==> src/hdl/hptt_pkg.sv <==
`timescale 1ns / 1ps
`default_nettype none
package hptt_pkg;
  localparam int SetCount = 256;
  localparam int WayCount = 4;
  localparam int PageShift = 12;
  localparam int SetBits = (SetCount > 1) ? $clog2(SetCount) : 1;
  localparam int WayBits = (WayCount > 1) ? $clog2(WayCount) : 1;
  localparam int SlotCount = SetCount * WayCount;

  localparam logic [1:0] OP_SAMPLE = 2'd0;
  localparam logic [1:0] OP_MARK = 2'd1;
  localparam logic [1:0] OP_STATS = 2'd2;
  localparam logic [1:0] OP_RESERVED = 2'd3;

  localparam logic CFG_THRESHOLD = 1'b0;
  localparam logic CFG_ENABLE = 1'b1;

  localparam logic [10:0] MAX11 = 11'h7ff;
  localparam logic [47:0] MAX48 = 48'hffff_ffff_ffff;
  localparam logic [31:0] MAX32 = 32'hffff_ffff;

  // one way of a set as stored in memory
  typedef struct packed {
    logic valid;
    logic [47:0] addr;
    logic [31:0] touches;
    logic attempted;
    logic migrated;
    logic [31:0] first_site;
  } way_t;
  localparam int WayWidth = $bits(way_t);

  typedef struct packed {
    logic [1:0] op;
    logic [47:0] page_addr;
    logic [31:0] site_id;
  } req_t;

  typedef struct packed {
    logic migrate_now;
    logic table_full;
    logic found;
    logic [31:0] entry_touches;
    logic [31:0] first_site;
    logic [10:0] page_total;
    logic [47:0] touch_total;
    logic [10:0] attempt_total;
    logic [10:0] success_total;
    logic [31:0] touch_peak;
  } rsp_t;

  function automatic logic [SetBits-1:0] set_of(input logic [47:0] a);
    logic [47:0] pg;
    pg = a >> PageShift;
    return pg[SetBits-1:0];
  endfunction
endpackage
`default_nettype wire

==> src/hdl/hptt_if.sv <==
`timescale 1ns / 1ps
`default_nettype none
interface hptt_req_if;
  logic valid;
  logic ready;
  logic [1:0] op;
  logic [47:0] page_addr;
  logic [31:0] site_id;
  modport source(output valid, op, page_addr, site_id, input ready);
  modport sink(input valid, op, page_addr, site_id, output ready);
endinterface

`default_nettype wire

==> src/hdl/hptt_front.sv <==
`timescale 1ns / 1ps
`default_nettype none
// accept beats into a two-entry queue
module hptt_front (
  input wire logic clk,
  input wire logic rst,
  hptt_req_if.sink req,
  output hptt_pkg::req_t head,
  output logic head_valid,
  input wire logic head_pop
);
  hptt_pkg::req_t q [2];
  logic rd_ptr, wr_ptr;
  logic [1:0] count;
  logic push;

  assign req.ready = (count != 2'd2);
  assign push = req.valid && req.ready;
  assign head = q[rd_ptr];
  assign head_valid = (count != 2'd0);

  always_ff @(posedge clk) begin
    if (push) q[wr_ptr] <= '{req.op, req.page_addr, req.site_id};
  end

  always_ff @(posedge clk) begin
    if (rst) begin
      rd_ptr <= 1'b0;
      wr_ptr <= 1'b0;
      count <= 2'd0;
    end else begin
      if (push) wr_ptr <= ~wr_ptr;
      if (head_pop) rd_ptr <= ~rd_ptr;
      count <= count + 2'(push) - 2'(head_pop);
    end
  end

`ifndef SYNTHESIS
  a_no_pop_empty: assert property (@(posedge clk) disable iff (rst)
    head_pop |-> head_valid) else $error("pop on empty queue");
  a_count_range: assert property (@(posedge clk) disable iff (rst)
    count != 2'd3) else $error("queue count out of range");
  a_full_stall: assert property (@(posedge clk) disable iff (rst)
    (count == 2'd2 && !head_pop) |=> count == 2'd2) else $error("queue lost a beat");
`endif
endmodule
`default_nettype wire

==> src/flat_wrapper.sv <==
// flat-port wrapper written by rule: the top's interface ports become plain ports
module hptt_front_flat 
  (clk, rst, head, head_valid, head_pop, req_valid, req_op, req_page_addr, req_site_id, req_ready);
  hptt_req_if req_i ();
  input wire logic clk;
  input wire logic rst;
  output hptt_pkg::req_t head;
  output logic head_valid;
  input wire logic head_pop;
  input wire logic [$bits(req_i.valid)-1:0] req_valid;
  input wire logic [$bits(req_i.op)-1:0] req_op;
  input wire logic [$bits(req_i.page_addr)-1:0] req_page_addr;
  input wire logic [$bits(req_i.site_id)-1:0] req_site_id;
  output wire logic [$bits(req_i.ready)-1:0] req_ready;
  assign req_i.valid = req_valid;
  assign req_i.op = req_op;
  assign req_i.page_addr = req_page_addr;
  assign req_i.site_id = req_site_id;
  assign req_ready = req_i.ready;
  hptt_front u_core (.clk(clk), .rst(rst), .req(req_i), .head(head), .head_valid(head_valid), .head_pop(head_pop));
endmodule
==> config.mk <==
export PLATFORM = sky130hd
export DESIGN_NAME = hptt_front_flat
export DESIGN_NICKNAME = d
export VERILOG_FILES = /design/src/hdl/hptt_pkg.sv /design/src/hdl/hptt_if.sv /design/src/hdl/hptt_front.sv /design/src/flat_wrapper.sv
export SDC_FILE = /design/constraint.sdc
export NUM_CORES = 1
export LEC_CHECK = 0
export ABC_CLOCK_PERIOD_IN_PS = 8700
export BUFFER_PORTS_ARGS = -buffer_cell sky130_fd_sc_hd__buf_4
export CAP_MARGIN = 5
export CORE_MARGIN = 10
export CORE_UTILIZATION = 56
export DETAILED_ROUTE_END_ITERATION = 10
export HOLD_SLACK_MARGIN = 0.05
export PLACE_DENSITY = 0.85
export SLEW_MARGIN = 20
export SYNTH_ARGS = -nofsm -noshare
export SYNTH_HDL_FRONTEND = slang
export SYNTH_SLANG_ARGS = --single-unit
==> constraint.sdc <==
create_clock -name clk -period 8.7 [get_ports clk]
set_input_delay 0.87 -clock clk [delete_from_list [all_inputs] [get_ports clk]]
set_output_delay 0.87 -clock clk [all_outputs]
set_load 0.05 [all_outputs]
After elaboration in Yosys (flattened, before gate mapping) --
Memory sizes are Yosys's and may differ from the RTL's. A register that Yosys moved wholly into a read port is not among the register bits. Cells that the tools add are included.
Word-level totals: register bits 4, RAM bits 164, bits of input ports 86, output and inout bits 84, memories kept 1
Cells by class: add/sub/neg operators 2, eq/ne operators 1, mux-type cells 4, bitwise operators 2, reduce and logical (&&, ||, !) cells 2
Memory list:
- u_core.q | depth 2, width 82, read ports 1, clocked after Yosys merged registers in 1, wr ports 1, line hptt_front.sv:12 | hptt_pkg::req_t q [2];
Operators by type and width (number):
- $mux 1 | 4
- $add 2x1->2 | 1
- $ne 2x2->1 const B | 1
- $not 1->1 | 2
- $reduce_bool 2->1 | 1
- $sub 2x1->2 | 1
- $logic_and 1x1->1 | 1

Longest topological paths before layout --
Gate-level depths: netlist (run 1).
depth after elaboration 4, gate-level depth with buffers 5

Least setup slack after synthesis (run 1) --
Ideal clock, no wire load.
path kind reg2reg, from register u_core.count[0], to memory u_core.q[1][0] (netlist bit), enable pin, arrival 2.921 ns, required time 8.250 ns, setup slack 5.329 ns, cell stages (with the launch flop) 3, buffers on the path 0, period minus slack after synthesis 3.371 ns, cell sequence dfxtp_1 nand2b_1 and3_1
On the way: longest elaborated chain between the ends 4
RTL lines:
- start, declared | line hptt_front.sv:14 | logic [1:0] count;
- start signal, assigned | line hptt_front.sv:34 | count <= count + 2'(push) - 2'(head_pop);
- $ne 2x2->1 | line hptt_front.sv:17 | assign req.ready = (count != 2'd2);
- via req_ready | line flat_wrapper.sv:14 | output wire logic [$bits(req_i.ready)-1:0] req_ready;
- $logic_and 1x1->1 | line hptt_front.sv:18 | assign push = req.valid && req.ready;
- $mux 1 | line hptt_front.sv:23 | if (push) q[wr_ptr] <= '{req.op, req.page_addr, req.site_id};
- $mux 1 (implied by the code) | line hptt_front.sv:23
- end, declared | line hptt_front.sv:12
The timed path passes the listed nets, and every way through them passes these cells.

==> results of run 1 <==
## cells by family after synthesis
family | share of synthesized area, %
fa+ha+maj | 0.203
xor+xnor | 0.142
flops | 81.7
compound gates | 0.448
mux | 15.4
buf+inv | 1.18
simple gates | 0.977
## power groups by stage
stage,Combinational [mW],Clock (mW),Sequential (mW)
2_1_floorplan,0.295,0,0.997
5_1_grt,0.444,0.728,0.994
3_5_place_dp,0.416,0,1.01
3_3_place_gp,0.412,0,1.01
4_1_cts,0.418,0.690,0.997
6_report,0.423,0.676,0.988
## layer usage
metal	GRT usage (%)	up-vias	wire, µm
met5	0	-	0
met4	6.10	0	164
met3	6.51	14	911
met2	25.2	118	6160
met1	16.6	1503	4670
li1	-	1473	-
## worst paths after layout
kind | to | slack (ns) | cells past startpoint
max | head[79] | 5.67 | 3
min | u_core.rd_ptr$_SDFFE_PP0P_ | 0.52 | 2
max reg2reg | u_core.q[0][53]$_DFFE_PP_ | 6.44 | 4
min reg2reg | u_core.rd_ptr$_SDFFE_PP0P_ | 0.52 | 2
## critical path, stage by stage, from the launching register on
cell and delay, ns:
dfxtp_4 0.72, buf_12 0.30, mux2_2 0.38, buf_4 0.19
## cell type report
type,instances,area share [%]
clock buffer,17,5.09
timing repair buffer,172,16.3
clock inverter,15,1.57
tap,140,2.15
inverter,2,0.108
sequential,169,61.8
multi-input combinational,101,13.0
## metrics by stage
step                setup slack, ns  std cells  power [mW]  area (µm²)  utilization (%)
floorplan                      5.33        281        1.29        6150                -
global placement               6.10        582        1.42        7550             69.9
detailed placement             6.05        582        1.43        7550             69.9
CTS                            5.51        614        2.10        8090             74.9
global route                   5.55        616        2.17        8140             75.4
finish                         5.67        616        2.09        8140             75.4
## cell usage after synthesis, drive strengths merged (2+ instances only)
| library cell | n |
|---|---|
| inv | 2 |
| dfxtp | 5 |
| a21oi | 2 |
| nor2 | 3 |
| mux2 | 83 |
| edfxtp | 164 |
| buf | 9 |
## flip-flops by register name (all words and copies together) (netlist names), named ones only
register / cells
u_core.count: 2
u_core.q: 164
u_core.wr_ptr: 1
u_core.rd_ptr: 1
==> results_dict.tcl, run 1 <==
set metrics [dict create \
    cts_root_buf "clkbuf_8" \
    h-tree-depth 4 \
    track_usage_pct 15.1 \
    start_util_pct 57.0 \
    p_seq_share_pct 47.4 \
    final_common_cell "buf_4" \
    synth-warning-count 0 \
    powerDensity_nw_per_um2 257 \
    clock_path_buffers 2 \
    tightest_slew_ns 0.652 \
    yosysUniqueCellTypes 22 \
    clk_pin_slew_ns 0.07 \
    wirelength_um 11900 \
    core_um2 10800 \
    cts_resized 0 \
    grt_pass1_wl_um 18300 \
    p_sw_uw 596 \
    whs_ns 0.519 \
    nFillCells 647 \
    clk_latency_ns 0.52 \
    yosys.area.top_type "edfxtp_1" \
    rows 38 \
    yosysTopAreaCellShare_pct 80.1 \
    clock_skew_ns 0.00900 \
    drc 0 \
    yosys_most_used_dff "edfxtp_1" \
    timing.hold.worst.start "u_core.rd_ptr$_SDFFE_PP0P_" \
    clock_sinks 169 \
    drt-initial-drc-count 165 \
    syn-cell-area_um2 6150 \
    endpoint_kind "output port" \
    drv_slew 0 \
    synthCells 281 \
    async_flop_share_pct 0 \
    drive_gt1_share_pct 60.7 \
    syn_to_final_growth_pct 32.3 \
    synth.ff_latch_count 169 \
    drt_pass1_iterations 4 \
    maxCapViolCount 0 \
    wl_per_cell_um 19.3 \
    ys_top_cells_by_area "edfxtp_1, mux2_2, dfxtp_1" \
    crit_required_ns 7.83 \
    ios 170 \
    finalCritPeriodShare_pct 34.8 \
    gp_congestion 0.722 \
    cts_tree "done" \
    setup_violations 0 \
    cellInternalPower_mw 1.49 \
    vias 3108 \
    numCtsBuffers 17 \
    start_kind "flip-flop" \
    status "finished, final reports clean" \
    viasPerCell 5.05 \
    synth-edff-count 164 \
    syn_nets 368 \
    drtAntennaViolNets 0 \
    diodes 0 \
    min_path_type "reg2reg" \
    layout_common_cells "buf_4, edfxtp_1, mux2_2" \
    grt_pass1_vias 3409 \
    r2r_start "u_core.count[0]$_SDFF_PP0_" \
    fmax_mhz 330 \
    syn_avg_cell_area_um2 21.9 \
    final_hold_viol_count 0 \
    antenna_found_initial 0 \
    post_cts_buffers 0 \
    slew_headroom_pct 56.5 \
    arrival_ns 2.16 \
    die_w_um 125 \
    pwr-share-comb_pct 20.3 \
    chipHeight_um 125 \
    vdd_drop_max_v 0.000153 \
    critPathMaxFanout 44 \
    grt_setup_unrepaired "no" \
    switching_share_pct 28.6 \
    die-area_um2 15600 \
    tns_ns 0 \
    grt_max_degree 83 \
    fin_nets 550 \
    dpl.hpwl_um 8040 \
    p_clk_share_pct 32.4 \
    hold_buffers 0 \
    leakage_nw 3.04 \
    period_minus_slack_ns 3.03 \
    multiInputGateArea_um2 1060 \
    ys_seq_area_share_pct 81.7 \
    critPathKind "reg2out" \
    final-seq-area_um2 5030 \
    portBuffers 169 \
    grt_overflow 0 \
]
No activity file was read; power rests on OpenSTA's default activity.
==> run 2, diff against run 1 <==
ABC_AREA = 1   (was default)
ABC_CLOCK_PERIOD_IN_PS = 2700   (was 8700)
CORE_UTILIZATION = 47   (was 56)
PLACE_DENSITY = 0.75   (was 0.85)
clock period = 2.7 ns   (was 8.7 ns; I/O delays follow)
==> run 2 against run 1 <==
  * First-iteration DRC count grew 25%
  * Sequential share of layout area shrank 8.6 points
  * Critical path depth is the same
  * Hold slack lost 0.38 ns
  * Design area grew 16%
  * Global-route usage shrank 0.54 points
  * Largest power group unchanged
==> results_dict.tcl, run 2 <==
set metrics [dict create \
    status "finished, final reports clean" \
    syn_nets 372 \
    drc 0 \
    tns_ns 0 \
    critPathBufInv 2 \
    setup_violations 0 \
    dpl.hpwl_um 8890 \
    placed_area_um2 7970 \
    clock_path_buffers 2 \
    critPathMaxFanout 41 \
    fmax_mhz 477 \
    r2r_slack_ns 0.66 \
    timing.hold.worst.start "head_pop" \
    slew_headroom_pct 66.2 \
    min_path_type "in2reg" \
    holdPathEnd "u_core.rd_ptr$_SDFFE_PP0P_" \
    maxCapViolCount 0 \
    yosysTopAreaCellShare_pct 75.3 \
    synth.ff_latch_count 169 \
    leakage_nw 3.76 \
    clock_skew_ns 0.00688 \
    vias 3454 \
    drt-initial-drc-count 207 \
    clk_pin_slew_ns 0.06 \
    finalCritPeriodShare_pct 77.6 \
    start_util_pct 47.5 \
    drtAntennaViolNets 0 \
    r2r-end "u_core.q[1][19]$_DFFE_PP_" \
    regMostFlops "u_core.q" \
    chipHeight_um 138 \
    endpoint_kind "output port" \
    multiInputGateArea_um2 1330 \
    r2r_start "u_core.count[1]$_SDFF_PP0_" \
    core_um2 13800 \
    gp_congestion 0.739 \
    yosysUniqueCellTypes 14 \
    crit_required_ns 2.43 \
    rows 43 \
    syn-cell-area_um2 6540 \
    period_minus_slack_ns 2.10 \
    tightest_slew_ns 0.506 \
    grt_setup_unrepaired "no" \
    cts_root_buf "clkbuf_16" \
    portBuffers 169 \
    ios 170 \
    viasPerCell 4.62 \
    yosys_most_used_dff "edfxtp_1" \
    crit_chain "buf_12 > mux2_4 > buf_4" \
    track_usage_pct 14.6 \
    grt_overflow 0 \
    crit_family "buffers and inverters" \
    fin_nets 640 \
    synth_most_common_cell "edfxtp_1" \
    hold_path_depth 3 \
    wirelength_um 13800 \
    arrival_ns 1.83 \
    drive_gt1_share_pct 51.4 \
    numCtsBuffers 17 \
    die_w_um 138 \
    final_common_cell "buf_4" \
    syn_avg_cell_area_um2 22.9 \
    synth_commonest_cells "edfxtp_1, mux2_4, buf_12" \
    wl_per_cell_um 18.5 \
    ys_seq_area_share_pct 76.9 \
    clock_sinks 169 \
    yosys.area.top_type "edfxtp_1" \
    grt_pass1_vias 3891 \
    layout_common_cells "buf_4, edfxtp_1, dlygate4sd3_1" \
    start_kind "flip-flop" \
    powerDensity_nw_per_um2 795 \
    async_flop_share_pct 0 \
    drt_pass1_iterations 4 \
    grt_pass1_wl_um 20700 \
    vdd_drop_max_v 0.000594 \
    die-area_um2 19000 \
    worst-r2r-cell-count 6 \
    grt_max_degree 57 \
    synth-edff-count 164 \
    drv_slew 0 \
    post_cts_buffers 0 \
    largestRegisters "u_core.q (164), u_core.count (2)" \
    antenna_found_initial 1 \
    final_area_um2 9440 \
    final_hold_viol_count 0 \
    cts_tree "done" \
    h-tree-depth 4 \
    final-seq-area_um2 5030 \
    cp_slowest_cell "dfxtp_4" \
    ys_top_cells_by_area "edfxtp_1, mux2_4, buf_12" \
    nFillCells 883 \
    largest_register_ffs 164 \
    syn_to_final_growth_pct 44.5 \
    clk_latency_ns 0.42 \
    synth-warning-count 0 \
    synthCells 285 \
    critPathKind "reg2out" \
    worst_path_largest_cell_delay_ns 0.49 \
]
## run 2: power by group
part	switching (mW)	internal (mW)
Sequential	0.0693	3.15
Clock	0.936	1.63
Combinational	1.04	0.680
## run 2: cell type report
type | count | area share, %
Multi-Input combinational cell | 102 | 14.1
Inverter | 5 | 0.238
Antenna cell | 1 | 0.0265
Tap cell | 180 | 2.38
Sequential cell | 169 | 53.2
Clock inverter | 10 | 1.76
Clock buffer | 22 | 5.02
Timing Repair Buffer | 258 | 23.2
## run 2: timing repair
action,in CTS,in global routing
endpoints found under the hold margin,166,0
resized for setup,0,0
hold buffers,83,0
## run 2: stage by stage
stage	cells	setup slack (ns)	util (%)	hold slack, ns	power, mW
floorplan	285	0.00917	-	0.342	4.45
global placement	631	0.781	57.9	0.445	4.88
detailed placement	631	0.686	57.9	0.441	4.91
CTS	746	0.564	68.6	0.123	7.56
global route	746	0.495	68.6	0.141	7.76
finish	747	0.605	68.6	0.138	7.51
## run 2: kinds of logic (layout without fill, tap and decap cells)
group	after synthesis	count (layout)	synth area share [%]
other	0	1	0
xor gates and xnor gates	2	2	0.268
buffers and inverters	14	295	2.91
muxes	82	82	18.7
DFF	169	169	76.9
adders and majority gates	1	1	0.191
AOI/OAI and AO/OA	1	1	0.0765
and+or+nand+nor	16	16	0.976
## run 2: layer usage
layer	share of wire, %	GRT usage [%]
met4	1.5	5.56
met3	8.1	5.43
met1	38	16.1
met5	0	0
met2	53	25.0
## run 2: worst reg2reg max path, stage by stage (launching register included)
cell and delay [ns]:
dfxtp_1 0.39, nand2_1 0.12, nand2_1 0.16, inv_1 0.07, nand2_1 0.12, clkinvlp_4 0.44
buf_4 0.44
## run 2: worst max-delay path by stage
stage,start,end,slack [ns],cells after the start
final,flip-flop,head[13],0.60,3
after detailed placement,u_core.count[0]$_SDFF_PP0_,u_core.q[1][55]$_DFFE_PP_,0.69,7
after global placement,u_core.count[0]$_SDFF_PP0_,u_core.q[1][17]$_DFFE_PP_,0.78,7
after CTS,flip-flop,head[0],0.56,3
after floorplan,u_core.count[1]$_SDFF_PP0_,u_core.q[1][0]$_DFFE_PP_,0.009,5
after global routing,u_core.count[1]$_SDFF_PP0_,u_core.q[1][56]$_DFFE_PP_,0.49,6
